**src/rtl/dual_channel_edge_rate_meter_unit_assert.svh**
```systemverilog
// ----------------------------------------------------------------------------
// Assertion macros for the edge rate meter
// Shared concurrent assertion forms used by the block's controller.
// ----------------------------------------------------------------------------
`ifndef DUAL_CHANNEL_EDGE_RATE_METER_UNIT_ASSERT_SVH
`define DUAL_CHANNEL_EDGE_RATE_METER_UNIT_ASSERT_SVH

// Same-cycle implication.
`define DCERM_ASSERT_IMP(label, clk, rst, ante, cons) \
   label: assert property (@(posedge clk) disable iff (rst) (ante) |-> (cons)) \
      else $error("edge rate meter: same-cycle check failed");

// Next-cycle implication.
`define DCERM_ASSERT_NXT(label, clk, rst, ante, cons) \
   label: assert property (@(posedge clk) disable iff (rst) (ante) |=> (cons)) \
      else $error("edge rate meter: next-cycle check failed");

`endif

```
**src/rtl/dcerm_pkg.sv**
```systemverilog
// ----------------------------------------------------------------------------
// Edge rate meter package
// Constants, codes and controller/datapath signal groups.
// ----------------------------------------------------------------------------
`timescale 1ns / 1ps

package dcerm_pkg;

   localparam int TIME_WIDTH_DEF      = 32;
   localparam int SPEED_FRAC_BITS_DEF = 8;

   localparam int DATA_W     = 32;
   localparam int CSR_IDX_W  = 1;
   localparam int CSR_DATA_W = 16;
   localparam int KIND_W     = 2;
   localparam int SCALE_W    = 19;

   localparam logic [CSR_IDX_W-1:0] REG_SAMPLE_PERIOD = 1'd0;
   localparam logic [CSR_IDX_W-1:0] REG_MIN_EDGES     = 1'd1;

   localparam logic [KIND_W-1:0] KIND_SAMPLE = 2'd0;
   localparam logic [KIND_W-1:0] KIND_UPDATE = 2'd1;
   localparam logic [KIND_W-1:0] KIND_CLEAR  = 2'd2;

   localparam logic [SCALE_W-1:0] SPEED_SCALE     = 19'd500000;
   localparam logic [15:0]        PERIOD_RESET    = 16'd100;
   localparam logic [7:0]         MIN_EDGES_RESET = 8'd2;

   typedef struct packed {
      logic latch;
      logic exec;
      logic mul_load;
      logic div_step;
      logic store;
      logic out_load;
      logic ch;
      logic recomp;
   } dp_cmd_type;

   typedef struct packed {
      logic [KIND_W-1:0] kind;
      logic              period_ok;
      logic              div_last;
   } dp_status_type;

endpackage

```
**src/rtl/dcerm_if.sv**
```systemverilog
// ----------------------------------------------------------------------------
// Edge rate meter channels
// Valid/ready channels for request items and result items.
// ----------------------------------------------------------------------------
`timescale 1ns / 1ps

interface dcerm_req_if;
   logic                               valid;
   logic                               ready;
   logic [dcerm_pkg::KIND_W-1:0]       kind;
   logic [dcerm_pkg::DATA_W-1:0]       time_us;
   logic [dcerm_pkg::DATA_W-1:0]       time_ms;
   logic                               left_level;
   logic                               right_level;

   modport source (output valid, kind, time_us, time_ms, left_level, right_level,
                   input ready);
   modport sink (input valid, kind, time_us, time_ms, left_level, right_level,
                 output ready);
endinterface

interface dcerm_rsp_if;
   logic                               valid;
   logic                               ready;
   logic [dcerm_pkg::DATA_W-1:0]       left_speed;
   logic [dcerm_pkg::DATA_W-1:0]       right_speed;
   logic [dcerm_pkg::DATA_W-1:0]       left_total;
   logic [dcerm_pkg::DATA_W-1:0]       right_total;
   logic                               recomputed;

   modport source (output valid, left_speed, right_speed, left_total, right_total,
                   recomputed, input ready);
   modport sink (input valid, left_speed, right_speed, left_total, right_total,
                 recomputed, output ready);
endinterface

```
**src/rtl/dcerm_datapath.sv**
```systemverilog
// ----------------------------------------------------------------------------
// Edge rate meter datapath
// Channel state, configuration, shared multiplier and restoring divider.
// ----------------------------------------------------------------------------
`timescale 1ns / 1ps

module dcerm_datapath #(
   parameter int TIME_WIDTH      = dcerm_pkg::TIME_WIDTH_DEF,
   parameter int SPEED_FRAC_BITS = dcerm_pkg::SPEED_FRAC_BITS_DEF
) (
   input  logic                                clock,
   input  logic                                reset,
   input  dcerm_pkg::dp_cmd_type               cmd,
   output dcerm_pkg::dp_status_type            status,
   input  logic                                csr_we,
   input  logic [dcerm_pkg::CSR_IDX_W-1:0]     csr_index,
   input  logic [dcerm_pkg::CSR_DATA_W-1:0]    csr_wdata,
   input  logic [dcerm_pkg::KIND_W-1:0]        in_kind,
   input  logic [dcerm_pkg::DATA_W-1:0]        in_time_us,
   input  logic [dcerm_pkg::DATA_W-1:0]        in_time_ms,
   input  logic [1:0]                          in_level,
   output logic [dcerm_pkg::DATA_W-1:0]        out_left_speed,
   output logic [dcerm_pkg::DATA_W-1:0]        out_right_speed,
   output logic [dcerm_pkg::DATA_W-1:0]        out_left_total,
   output logic [dcerm_pkg::DATA_W-1:0]        out_right_total,
   output logic                                out_recomputed
);

   localparam int DW    = dcerm_pkg::DATA_W;
   localparam int TW    = TIME_WIDTH;
   localparam int NUM_W = DW + dcerm_pkg::SCALE_W;
   localparam int NW    = NUM_W + SPEED_FRAC_BITS;
   localparam int CNT_W = $clog2(NW);
   localparam logic [CNT_W-1:0] CNT_LAST = CNT_W'(NW - 1);

   logic [dcerm_pkg::KIND_W-1:0] kind_ff, kind_in;
   logic [TW-1:0]                now_ff, now_in;
   logic [DW-1:0]                tms_ff, tms_in;
   logic [1:0]                   lv_ff, lv_in;

   logic [15:0]                  period_ff, period_in;
   logic [7:0]                   min_edges_ff, min_edges_in;

   logic                         prev_ff [2];
   logic                         prev_in [2];
   logic [TW-1:0]                last_edge_ff [2];
   logic [TW-1:0]                last_edge_in [2];
   logic [DW-1:0]                win_edges_ff [2];
   logic [DW-1:0]                win_edges_in [2];
   logic [TW-1:0]                win_time_ff [2];
   logic [TW-1:0]                win_time_in [2];
   logic [DW-1:0]                total_ff [2];
   logic [DW-1:0]                total_in [2];
   logic [DW-1:0]                speed_ff [2];
   logic [DW-1:0]                speed_in [2];
   logic [DW-1:0]                snap_cnt_ff [2];
   logic [DW-1:0]                snap_cnt_in [2];
   logic [TW-1:0]                snap_time_ff [2];
   logic [TW-1:0]                snap_time_in [2];
   logic [DW-1:0]                last_upd_ff, last_upd_in;

   logic [NW-1:0]                n_ff, n_in;
   logic [TW-1:0]                t_ff, t_in;
   logic [TW-1:0]                rem_ff, rem_in;
   logic [DW-1:0]                q_ff, q_in;
   logic                         ovf_ff, ovf_in;
   logic                         zero_ff, zero_in;
   logic [CNT_W-1:0]             cnt_ff, cnt_in;

   logic [DW-1:0]                o_lspd_ff, o_lspd_in;
   logic [DW-1:0]                o_rspd_ff, o_rspd_in;
   logic [DW-1:0]                o_ltot_ff, o_ltot_in;
   logic [DW-1:0]                o_rtot_ff, o_rtot_in;
   logic                         o_rec_ff, o_rec_in;

   logic [NUM_W-1:0]             prod;
   logic [TW:0]                  r2;
   logic [TW:0]                  diff;
   logic                         ge;
   logic [DW-1:0]                ms_delta;

   assign ms_delta         = tms_ff - last_upd_ff;
   assign status.kind      = kind_ff;
   assign status.period_ok = (ms_delta >= {16'd0, period_ff});
   assign status.div_last  = (cnt_ff == CNT_LAST);

   assign prod = NUM_W'(snap_cnt_ff[cmd.ch]) * NUM_W'(dcerm_pkg::SPEED_SCALE);
   assign r2   = {rem_ff, n_ff[NW-1]};
   assign diff = r2 - {1'b0, t_ff};
   assign ge   = (r2 >= {1'b0, t_ff});

   always_comb begin
      kind_in      = kind_ff;
      now_in       = now_ff;
      tms_in       = tms_ff;
      lv_in        = lv_ff;
      period_in    = period_ff;
      min_edges_in = min_edges_ff;
      last_upd_in  = last_upd_ff;
      n_in         = n_ff;
      t_in         = t_ff;
      rem_in       = rem_ff;
      q_in         = q_ff;
      ovf_in       = ovf_ff;
      zero_in      = zero_ff;
      cnt_in       = cnt_ff;
      o_lspd_in    = o_lspd_ff;
      o_rspd_in    = o_rspd_ff;
      o_ltot_in    = o_ltot_ff;
      o_rtot_in    = o_rtot_ff;
      o_rec_in     = o_rec_ff;
      for (int i = 0; i < 2; i++) begin
         prev_in[i]      = prev_ff[i];
         last_edge_in[i] = last_edge_ff[i];
         win_edges_in[i] = win_edges_ff[i];
         win_time_in[i]  = win_time_ff[i];
         total_in[i]     = total_ff[i];
         speed_in[i]     = speed_ff[i];
         snap_cnt_in[i]  = snap_cnt_ff[i];
         snap_time_in[i] = snap_time_ff[i];
      end

      if (csr_we) begin
         case (csr_index)
            dcerm_pkg::REG_SAMPLE_PERIOD: period_in    = csr_wdata;
            dcerm_pkg::REG_MIN_EDGES:     min_edges_in = csr_wdata[7:0];
            default: ;
         endcase
      end

      if (cmd.latch) begin
         kind_in = in_kind;
         now_in  = TW'(in_time_us);
         tms_in  = in_time_ms;
         lv_in   = in_level;
      end

      if (cmd.exec) begin
         case (kind_ff)
            dcerm_pkg::KIND_SAMPLE: begin
               for (int i = 0; i < 2; i++) begin
                  if (lv_ff[i] != prev_ff[i]) begin
                     win_time_in[i]  = win_time_ff[i] + (now_ff - last_edge_ff[i]);
                     win_edges_in[i] = win_edges_ff[i] + DW'(1);
                     total_in[i]     = total_ff[i] + DW'(1);
                     prev_in[i]      = lv_ff[i];
                     last_edge_in[i] = now_ff;
                  end
               end
            end
            dcerm_pkg::KIND_UPDATE: begin
               if (status.period_ok) begin
                  for (int i = 0; i < 2; i++) begin
                     snap_cnt_in[i]  = win_edges_ff[i];
                     snap_time_in[i] = win_time_ff[i];
                     win_edges_in[i] = '0;
                     win_time_in[i]  = '0;
                     last_edge_in[i] = now_ff;
                  end
                  last_upd_in = tms_ff;
               end
            end
            dcerm_pkg::KIND_CLEAR: begin
               for (int i = 0; i < 2; i++) begin
                  win_edges_in[i] = '0;
                  win_time_in[i]  = '0;
                  total_in[i]     = '0;
                  prev_in[i]      = lv_ff[i];
                  last_edge_in[i] = now_ff;
               end
            end
            default: ;
         endcase
      end

      if (cmd.mul_load) begin
         n_in    = NW'(prod) << SPEED_FRAC_BITS;
         t_in    = snap_time_ff[cmd.ch];
         rem_in  = '0;
         q_in    = '0;
         ovf_in  = 1'b0;
         cnt_in  = '0;
         zero_in = (snap_cnt_ff[cmd.ch] < {24'd0, min_edges_ff}) ||
                   (snap_time_ff[cmd.ch] == '0);
      end

      if (cmd.div_step) begin
         rem_in = ge ? diff[TW-1:0] : r2[TW-1:0];
         n_in   = n_ff << 1;
         q_in   = {q_ff[DW-2:0], ge};
         ovf_in = ovf_ff | q_ff[DW-1];
         cnt_in = cnt_ff + CNT_W'(1);
      end

      if (cmd.store) begin
         speed_in[cmd.ch] = zero_ff ? '0 : (ovf_ff ? '1 : q_ff);
      end

      if (cmd.out_load) begin
         o_lspd_in = speed_ff[0];
         o_rspd_in = speed_ff[1];
         o_ltot_in = total_ff[0];
         o_rtot_in = total_ff[1];
         o_rec_in  = cmd.recomp;
      end
   end

   always_ff @(posedge clock) begin
      if (reset) begin
         period_ff    <= dcerm_pkg::PERIOD_RESET;
         min_edges_ff <= dcerm_pkg::MIN_EDGES_RESET;
         last_upd_ff  <= '0;
         for (int i = 0; i < 2; i++) begin
            prev_ff[i]      <= 1'b1;
            last_edge_ff[i] <= '0;
            win_edges_ff[i] <= '0;
            win_time_ff[i]  <= '0;
            total_ff[i]     <= '0;
            speed_ff[i]     <= '0;
         end
      end else begin
         period_ff    <= period_in;
         min_edges_ff <= min_edges_in;
         last_upd_ff  <= last_upd_in;
         for (int i = 0; i < 2; i++) begin
            prev_ff[i]      <= prev_in[i];
            last_edge_ff[i] <= last_edge_in[i];
            win_edges_ff[i] <= win_edges_in[i];
            win_time_ff[i]  <= win_time_in[i];
            total_ff[i]     <= total_in[i];
            speed_ff[i]     <= speed_in[i];
         end
      end
   end

   always_ff @(posedge clock) begin
      kind_ff   <= kind_in;
      now_ff    <= now_in;
      tms_ff    <= tms_in;
      lv_ff     <= lv_in;
      n_ff      <= n_in;
      t_ff      <= t_in;
      rem_ff    <= rem_in;
      q_ff      <= q_in;
      ovf_ff    <= ovf_in;
      zero_ff   <= zero_in;
      cnt_ff    <= cnt_in;
      o_lspd_ff <= o_lspd_in;
      o_rspd_ff <= o_rspd_in;
      o_ltot_ff <= o_ltot_in;
      o_rtot_ff <= o_rtot_in;
      o_rec_ff  <= o_rec_in;
      for (int i = 0; i < 2; i++) begin
         snap_cnt_ff[i]  <= snap_cnt_in[i];
         snap_time_ff[i] <= snap_time_in[i];
      end
   end

   assign out_left_speed  = o_lspd_ff;
   assign out_right_speed = o_rspd_ff;
   assign out_left_total  = o_ltot_ff;
   assign out_right_total = o_rtot_ff;
   assign out_recomputed  = o_rec_ff;

endmodule

```
**src/rtl/dcerm_ctrl.sv**
```systemverilog
// ----------------------------------------------------------------------------
// Edge rate meter controller
// Sequences item execution, speed computation and result hand-off.
// ----------------------------------------------------------------------------
`timescale 1ns / 1ps
`include "dual_channel_edge_rate_meter_unit_assert.svh"

module dcerm_ctrl (
   input  logic                       clock,
   input  logic                       reset,
   input  logic                       req_valid,
   output logic                       req_ready,
   output logic                       rsp_valid,
   input  logic                       rsp_ready,
   output dcerm_pkg::dp_cmd_type      cmd,
   input  dcerm_pkg::dp_status_type   status
);

   localparam logic [2:0] ST_IDLE  = 3'd0;
   localparam logic [2:0] ST_EXEC  = 3'd1;
   localparam logic [2:0] ST_MUL   = 3'd2;
   localparam logic [2:0] ST_DIV   = 3'd3;
   localparam logic [2:0] ST_STORE = 3'd4;
   localparam logic [2:0] ST_OUT   = 3'd5;

   logic [2:0] state_ff, state_in;
   logic       ch_ff, ch_in;
   logic       rec_ff, rec_in;
   logic       valid_ff, valid_in;
   logic       out_free;

   assign out_free  = !valid_ff || rsp_ready;
   assign req_ready = (state_ff == ST_IDLE);
   assign rsp_valid = valid_ff;

   always_comb begin
      state_in = state_ff;
      ch_in    = ch_ff;
      rec_in   = rec_ff;
      valid_in = valid_ff;
      cmd      = '0;
      cmd.ch   = ch_ff;
      cmd.recomp = rec_ff;

      if (valid_ff && rsp_ready) begin
         valid_in = 1'b0;
      end

      case (state_ff)
         ST_IDLE: begin
            if (req_valid) begin
               cmd.latch = 1'b1;
               state_in  = ST_EXEC;
            end
         end
         ST_EXEC: begin
            cmd.exec = 1'b1;
            if (status.kind == dcerm_pkg::KIND_UPDATE && status.period_ok) begin
               ch_in    = 1'b0;
               rec_in   = 1'b1;
               state_in = ST_MUL;
            end else begin
               rec_in   = 1'b0;
               state_in = ST_OUT;
            end
         end
         ST_MUL: begin
            cmd.mul_load = 1'b1;
            state_in     = ST_DIV;
         end
         ST_DIV: begin
            cmd.div_step = 1'b1;
            if (status.div_last) begin
               state_in = ST_STORE;
            end
         end
         ST_STORE: begin
            cmd.store = 1'b1;
            if (!ch_ff) begin
               ch_in    = 1'b1;
               state_in = ST_MUL;
            end else begin
               state_in = ST_OUT;
            end
         end
         ST_OUT: begin
            if (out_free) begin
               cmd.out_load = 1'b1;
               valid_in     = 1'b1;
               state_in     = ST_IDLE;
            end
         end
         default: begin
            state_in = ST_IDLE;
         end
      endcase
   end

   always_ff @(posedge clock) begin
      if (reset) begin
         state_ff <= ST_IDLE;
         ch_ff    <= 1'b0;
         rec_ff   <= 1'b0;
         valid_ff <= 1'b0;
      end else begin
         state_ff <= state_in;
         ch_ff    <= ch_in;
         rec_ff   <= rec_in;
         valid_ff <= valid_in;
      end
   end

   `DCERM_ASSERT_NXT(a_accept_execs, clock, reset, req_valid && req_ready, state_ff == ST_EXEC)
   `DCERM_ASSERT_NXT(a_out_loads, clock, reset, state_ff == ST_OUT && out_free, valid_ff)
   `DCERM_ASSERT_NXT(a_div_ends, clock, reset, state_ff == ST_DIV && status.div_last,
                     state_ff == ST_STORE)
   `DCERM_ASSERT_NXT(a_both_channels, clock, reset, state_ff == ST_STORE && ch_ff,
                     state_ff == ST_OUT && rec_ff)

endmodule

```
**src/rtl/dual_channel_edge_rate_meter_unit.sv**
```systemverilog
// ----------------------------------------------------------------------------
// Dual channel edge rate meter
// Counts sensor edges on two channels and computes average-period speeds.
// ----------------------------------------------------------------------------
// Items enter on req_chan: kind selects a pin sample, an update request or a
// clear of the counters. Every item produces one result item on rsp_chan
// with both speeds, both edge totals and a flag set when speeds were redone.
// The user must write registers through csr_we/csr_index/csr_wdata only while
// idle; the block itself does not enforce this. A sample, clear, unused or
// early update item passes through the EXEC and OUT states before its result
// is valid. An update that recomputes runs a shared multiplier and a
// one-bit-per-cycle restoring divider over both channels.
// The block holds one item at a time; the next item is taken once the
// previous result has moved into the output register.
// Reset is synchronous and returns counts, speeds and registers to their
// defaults. If the receiver stalls, the result stays in the output
// register and a finished second item waits until that register frees.
// ----------------------------------------------------------------------------
`timescale 1ns / 1ps

module dual_channel_edge_rate_meter_unit #(
   parameter int TIME_WIDTH      = dcerm_pkg::TIME_WIDTH_DEF,
   parameter int SPEED_FRAC_BITS = dcerm_pkg::SPEED_FRAC_BITS_DEF
) (
   input  logic                              clock,
   input  logic                              reset,
   dcerm_req_if.sink                         req_chan,
   dcerm_rsp_if.source                       rsp_chan,
   input  logic                              csr_we,
   input  logic [dcerm_pkg::CSR_IDX_W-1:0]   csr_index,
   input  logic [dcerm_pkg::CSR_DATA_W-1:0]  csr_wdata
);

   dcerm_pkg::dp_cmd_type    cmd;
   dcerm_pkg::dp_status_type status;

   dcerm_ctrl u_ctrl (
      .clock     (clock),
      .reset     (reset),
      .req_valid (req_chan.valid),
      .req_ready (req_chan.ready),
      .rsp_valid (rsp_chan.valid),
      .rsp_ready (rsp_chan.ready),
      .cmd       (cmd),
      .status    (status)
   );

   dcerm_datapath #(
      .TIME_WIDTH      (TIME_WIDTH),
      .SPEED_FRAC_BITS (SPEED_FRAC_BITS)
   ) u_datapath (
      .clock           (clock),
      .reset           (reset),
      .cmd             (cmd),
      .status          (status),
      .csr_we          (csr_we),
      .csr_index       (csr_index),
      .csr_wdata       (csr_wdata),
      .in_kind         (req_chan.kind),
      .in_time_us      (req_chan.time_us),
      .in_time_ms      (req_chan.time_ms),
      .in_level        ({req_chan.right_level, req_chan.left_level}),
      .out_left_speed  (rsp_chan.left_speed),
      .out_right_speed (rsp_chan.right_speed),
      .out_left_total  (rsp_chan.left_total),
      .out_right_total (rsp_chan.right_total),
      .out_recomputed  (rsp_chan.recomputed)
   );

endmodule

```
**src/flat_wrapper.sv**
```systemverilog
// flat-port wrapper written by rule: the top's interface ports become plain ports
module dual_channel_edge_rate_meter_unit_flat 
#(
   parameter int TIME_WIDTH      = dcerm_pkg::TIME_WIDTH_DEF,
   parameter int SPEED_FRAC_BITS = dcerm_pkg::SPEED_FRAC_BITS_DEF
)
  (clock, reset, csr_we, csr_index, csr_wdata, req_chan_valid, req_chan_kind, req_chan_time_us, req_chan_time_ms, req_chan_left_level, req_chan_right_level, req_chan_ready, rsp_chan_valid, rsp_chan_left_speed, rsp_chan_right_speed, rsp_chan_left_total, rsp_chan_right_total, rsp_chan_recomputed, rsp_chan_ready);
  dcerm_req_if req_chan_i ();
  dcerm_rsp_if rsp_chan_i ();
  input  logic clock;
  input  logic reset;
  input  logic csr_we;
  input  logic [dcerm_pkg::CSR_IDX_W-1:0] csr_index;
  input  logic [dcerm_pkg::CSR_DATA_W-1:0] csr_wdata;
  input wire logic [$bits(req_chan_i.valid)-1:0] req_chan_valid;
  input wire logic [$bits(req_chan_i.kind)-1:0] req_chan_kind;
  input wire logic [$bits(req_chan_i.time_us)-1:0] req_chan_time_us;
  input wire logic [$bits(req_chan_i.time_ms)-1:0] req_chan_time_ms;
  input wire logic [$bits(req_chan_i.left_level)-1:0] req_chan_left_level;
  input wire logic [$bits(req_chan_i.right_level)-1:0] req_chan_right_level;
  output wire logic [$bits(req_chan_i.ready)-1:0] req_chan_ready;
  output wire logic [$bits(rsp_chan_i.valid)-1:0] rsp_chan_valid;
  output wire logic [$bits(rsp_chan_i.left_speed)-1:0] rsp_chan_left_speed;
  output wire logic [$bits(rsp_chan_i.right_speed)-1:0] rsp_chan_right_speed;
  output wire logic [$bits(rsp_chan_i.left_total)-1:0] rsp_chan_left_total;
  output wire logic [$bits(rsp_chan_i.right_total)-1:0] rsp_chan_right_total;
  output wire logic [$bits(rsp_chan_i.recomputed)-1:0] rsp_chan_recomputed;
  input wire logic [$bits(rsp_chan_i.ready)-1:0] rsp_chan_ready;
  assign req_chan_i.valid = req_chan_valid;
  assign req_chan_i.kind = req_chan_kind;
  assign req_chan_i.time_us = req_chan_time_us;
  assign req_chan_i.time_ms = req_chan_time_ms;
  assign req_chan_i.left_level = req_chan_left_level;
  assign req_chan_i.right_level = req_chan_right_level;
  assign req_chan_ready = req_chan_i.ready;
  assign rsp_chan_valid = rsp_chan_i.valid;
  assign rsp_chan_left_speed = rsp_chan_i.left_speed;
  assign rsp_chan_right_speed = rsp_chan_i.right_speed;
  assign rsp_chan_left_total = rsp_chan_i.left_total;
  assign rsp_chan_right_total = rsp_chan_i.right_total;
  assign rsp_chan_recomputed = rsp_chan_i.recomputed;
  assign rsp_chan_i.ready = rsp_chan_ready;
  dual_channel_edge_rate_meter_unit #(.TIME_WIDTH(TIME_WIDTH), .SPEED_FRAC_BITS(SPEED_FRAC_BITS)) u_core (.clock(clock), .reset(reset), .req_chan(req_chan_i), .rsp_chan(rsp_chan_i), .csr_we(csr_we), .csr_index(csr_index), .csr_wdata(csr_wdata));
endmodule
```
**config.mk**
```make
export PLATFORM = sky130hd
export DESIGN_NAME = dual_channel_edge_rate_meter_unit_flat
export DESIGN_NICKNAME = d
export VERILOG_FILES = /design/src/rtl/dcerm_pkg.sv /design/src/rtl/dcerm_if.sv /design/src/rtl/dcerm_datapath.sv /design/src/rtl/dcerm_ctrl.sv /design/src/rtl/dual_channel_edge_rate_meter_unit.sv /design/src/flat_wrapper.sv
export VERILOG_INCLUDE_DIRS = /design/src /design/src/rtl
export SDC_FILE = /design/constraint.sdc
export NUM_CORES = 2
export LEC_CHECK = 0
export BUFFER_PORTS_ARGS = -buffer_cell sky130_fd_sc_hd__buf_2
export CORE_MARGIN = 3
export CORE_UTILIZATION = 58
export CTS_BUF_LIST = sky130_fd_sc_hd__clkbuf_4
export DETAILED_ROUTE_END_ITERATION = 6
export GPL_TIMING_DRIVEN = 0
export PLACE_DENSITY = 0.9
export SYNTH_ARGS = -nofsm -noshare
export SYNTH_HDL_FRONTEND = slang
export SYNTH_SLANG_ARGS = --single-unit
```
**constraint.sdc**
```tcl
create_clock -name clock -period 7.5 [get_ports clock]
set_clock_uncertainty 0.15 [all_clocks]
set_input_delay 1.125 -clock clock [delete_from_list [all_inputs] [get_ports clock]]
set_output_delay 1.125 -clock clock [all_outputs]
set_load 0.05 [all_outputs]
```
==> results.sh <==
export IMPL_io_buffers=219
export IMPL_crit_path_max_incr_delay_ns=0.69
export IMPL_cts_clk_slew_worst_paths_ns=0.07
export IMPL_maxSlewViolCount=0
export IMPL_yosysMostFrequentCell="nand2_1"
export IMPL_clk_latency_ns=1.18
export IMPL_synth_seq_area_share_pct=45.7
export IMPL_drive_above_1_share_pct=13.7
export IMPL_crit_path_end_kind="flop"
export IMPL_worst_pin_slew_ns=1.42
export IMPL_worstSetupStartpointType="flop"
export IMPL_drt_vias_per_instance=5.88
export IMPL_ios=221
export IMPL_multiInputGateArea_um2=23700
export IMPL_grtUsageTotal_pct=28.1
export IMPL_synth_edf_count=475
export IMPL_cts_root_buf="clkbuf_4"
export IMPL_syn_nets=5382
export IMPL_wl_mm=126
export IMPL_min_to="u_core.u_datapath.period_ff[9]"
export IMPL_outcome="finished, violations left"
export IMPL_fin_tns_setup_ns=0
export IMPL_area_delta_synth_final_pct=14.1
export IMPL_die_area_um2=86400
export IMPL_violations="DRC"
export IMPL_worstPathCellList="buf_12 -> buf_16 -> mux2i_2 -> inv_1 -> ha_1 -> fa_1 -> fa_1 -> fa_1 -> ha_1 -> inv_1 -> fa_1 -> inv_1 -> ha_1 -> nand3_1 -> o311ai_4 -> o311a_1 -> nor3_4 -> o31ai_4 -> a2111oi_4 -> or2_4 -> xnor2_1 -> mux2_2"
export IMPL_async_reset_ff_share_pct=0
export IMPL_slew_headroom_pct=5.31
export IMPL_hold_viol=0
export IMPL_grt_max_degree=107
export IMPL_r2r_setup_slack_ns=0.14
export IMPL_initial_core_util_pct=59.1
export IMPL_seq_area_um2=22000
export IMPL_synth_top_area_share_pct=29.7
export IMPL_min_path_cells=3
export IMPL_grt_overflow=0
export IMPL_slowest_stage="mux2i_2"
export IMPL_cts_buffers=211
export IMPL_fmax_mhz=136
export IMPL_grt_pass1_vias=38471
export IMPL_postSynthAreaPerCell_um2=10.1
export IMPL_min_path_type="in2reg"
export IMPL_cp_max_fo=10
export IMPL_fp_coreArea_um2=81300
export IMPL_drt_pass1_iter_count=7
export IMPL_cap_viol_max_count=0
export IMPL_period_share_pct=98.2
export IMPL_wl_per_cell_um=19.2
export IMPL_synth_area_leader_cell="edfxtp_1"
export IMPL_die_y_um=294
export IMPL_gp_congestion=0.923
export IMPL_h_tree_depth=4
export IMPL_required_ns=8.21
export IMPL_synthTopCellsByCount="nand2_1 (550), inv_1 (530), edfxtp_1 (475)"
export IMPL_ys_ff_latch=860
export IMPL_grt_first_pass_wirelength_mm=194
export IMPL_final_nets=5905
export IMPL_drtIter0Drc=3945
export IMPL_clockBufferDepth=3
export IMPL_path_common_cell="fa_1"
export IMPL_synthDistinctLibCells=94
export IMPL_period_needed_ns=7.36
export IMPL_clock_sinks=860
export IMPL_worst_endpoint_arrival_ns=8.07
export IMPL_ant_nets=0
export IMPL_path_class="reg2reg"
export IMPL_hp_start="csr_wdata[9]"
export IMPL_syn_area_um2=48100
export IMPL_antenna_found_initial=6
export IMPL_ff2ff_path_depth=22
export IMPL_dp_final_hpwl_mm=87.1
export IMPL_setup_violations_final=0
export IMPL_drcViolationCount=9
export IMPL_yosys_top_cells_area="edfxtp_1 (30%), dfxtp_1 (16%), ha_1 (8.5%), fa_1 (8.3%), a21oi_1 (4.6%)"
export IMPL_rr_endpoint="u_core.u_datapath.n_ff[49]"
export IMPL_cts_tree="built"
export IMPL_row_count=104
export IMPL_vias=38454
export IMPL_synth_flop_cell="edfxtp_1"
export IMPL_synthesis_instances=4765
export IMPL_nFillCells=5674
export IMPL_ys_warn_count=0
export IMPL_die_x_um=294
==> cell usage in the layout, fill, tap and decap left out, drive strengths merged, types with 46 or more instances in the layout <==
cell | synthesis | final
mux2i | 93 | 93
clkbuf | 123 | 444
nand2 | 550 | 550
a21oi | 444 | 444
dfxtp | 385 | 385
fa | 199 | 199
a21o | 76 | 76
nand4 | 46 | 46
inv | 531 | 538
buf | 56 | 300
xor2 | 100 | 100
clkinv | 0 | 62
ha | 328 | 328
o21ai | 173 | 173
or3 | 56 | 56
and3 | 88 | 88
edfxtp | 475 | 475
nor2 | 336 | 336
xnor2 | 102 | 102
dlygate4sd3 | 0 | 68
nand3 | 136 | 136
==> final cells by class <==
class	count	area share, %
well taps	1060	2.42
multi-input cells	3195	43.2
clock inverters	73	0.826
clock buffers	323	4.42
diodes	6	0.0274
flip-flops and latches	860	40.1
inverters	531	3.64
repair buffers	311	3.83
plain buffers	178	1.51
==> cell families after synthesis <==
logic type,synth area share [%]
AOI/OAI and AO/OA,11.4
xor gates and xnor gates,3.68
adders and majority gates,16.8
buffers and inverters,5.77
DFF,45.7
muxes,2.88
and+or+nand+nor,13.8
==> worst max-delay path, delay by kind of cell (launching register included) <==
kind | cells | cell delay [ns]
compound gates | 4 | 1.08
xor+xnor | 1 | 0.06
fa+ha+maj | 7 | 3.05
buf+inv | 5 | 0.72
flops | 1 | 0.42
mux | 2 | 0.96
simple gates | 3 | 0.59
==> worst max-delay path by stage <==
stage,cells after the start,slack [ns],endpoint,startpoint
floorplan,25,0.003,u_core.u_datapath.n_ff[49],flop
detailed placement,23,-1.91,u_core.u_datapath.n_ff[49],flop
finish,22,0.14,u_core.u_datapath.n_ff[49],flop
global placement,3,-1.81,u_core.u_datapath.out_left_total[7],rsp_chan_ready
global route,26,-0.06,u_core.u_datapath.n_ff[57],flop
CTS,24,-0.01,u_core.u_datapath.n_ff[49],flop
==> sequential cells by signal, summed over array words and instances, names as in the netlist, 3 cells and up, named ones only <==
register	cells
u_core.u_ctrl.state_ff	3
u_core.u_datapath.cnt_ff	6
u_core.u_datapath.last_edge_ff	64
u_core.u_datapath.last_upd_ff	32
u_core.u_datapath.min_edges_ff	8
u_core.u_datapath.n_ff	46
u_core.u_datapath.now_ff	32
u_core.u_datapath.out_left_speed	32
u_core.u_datapath.out_left_total	32
u_core.u_datapath.out_right_speed	32
u_core.u_datapath.out_right_total	32
u_core.u_datapath.period_ff	16
u_core.u_datapath.q_ff	32
u_core.u_datapath.rem_ff	32
u_core.u_datapath.snap_cnt_ff	64
u_core.u_datapath.snap_time_ff	64
u_core.u_datapath.speed_ff	64
u_core.u_datapath.t_ff	32
u_core.u_datapath.tms_ff	32
u_core.u_datapath.total_ff	64
u_core.u_datapath.win_edges_ff	64
u_core.u_datapath.win_time_ff	64
==> metrics by stage <==
step	instances	util [%]	hold WS (ns)	instance area, um^2	setup slack (ns)
finish	6537	67.4	0.111	54800	0.139
global route	6534	67.4	0.0599	54800	-0.0615
CTS	6519	67.1	0.00371	54500	-0.0106
detailed placement	6052	62.4	0.267	50700	-1.91
global placement	6044	62.1	0.263	50500	-1.81
floorplan	4765	-	0.258	48100	0.00294
==> layer usage <==
metal,vias up,GRT usage (%),share of wire (%)
met2,2126,47.7,49
met3,533,5.68,8.5
li1,17615,-,-
met5,-,0,0.082
met1,18176,33.3,37
met4,4,15.9,5.4
==> what timing repair did <==
action	in CTS	in global routing
gates resized for setup	50	31
endpoints found under the setup margin	29	15
endpoints found under the hold margin	68	0
pin swaps	0	7
buffers inserted	4	12
hold buffers	68	0
Power is left out: the tool's default activity adds up to more than one toggle a clock period on the data nets, which glitch-free logic cannot reach.
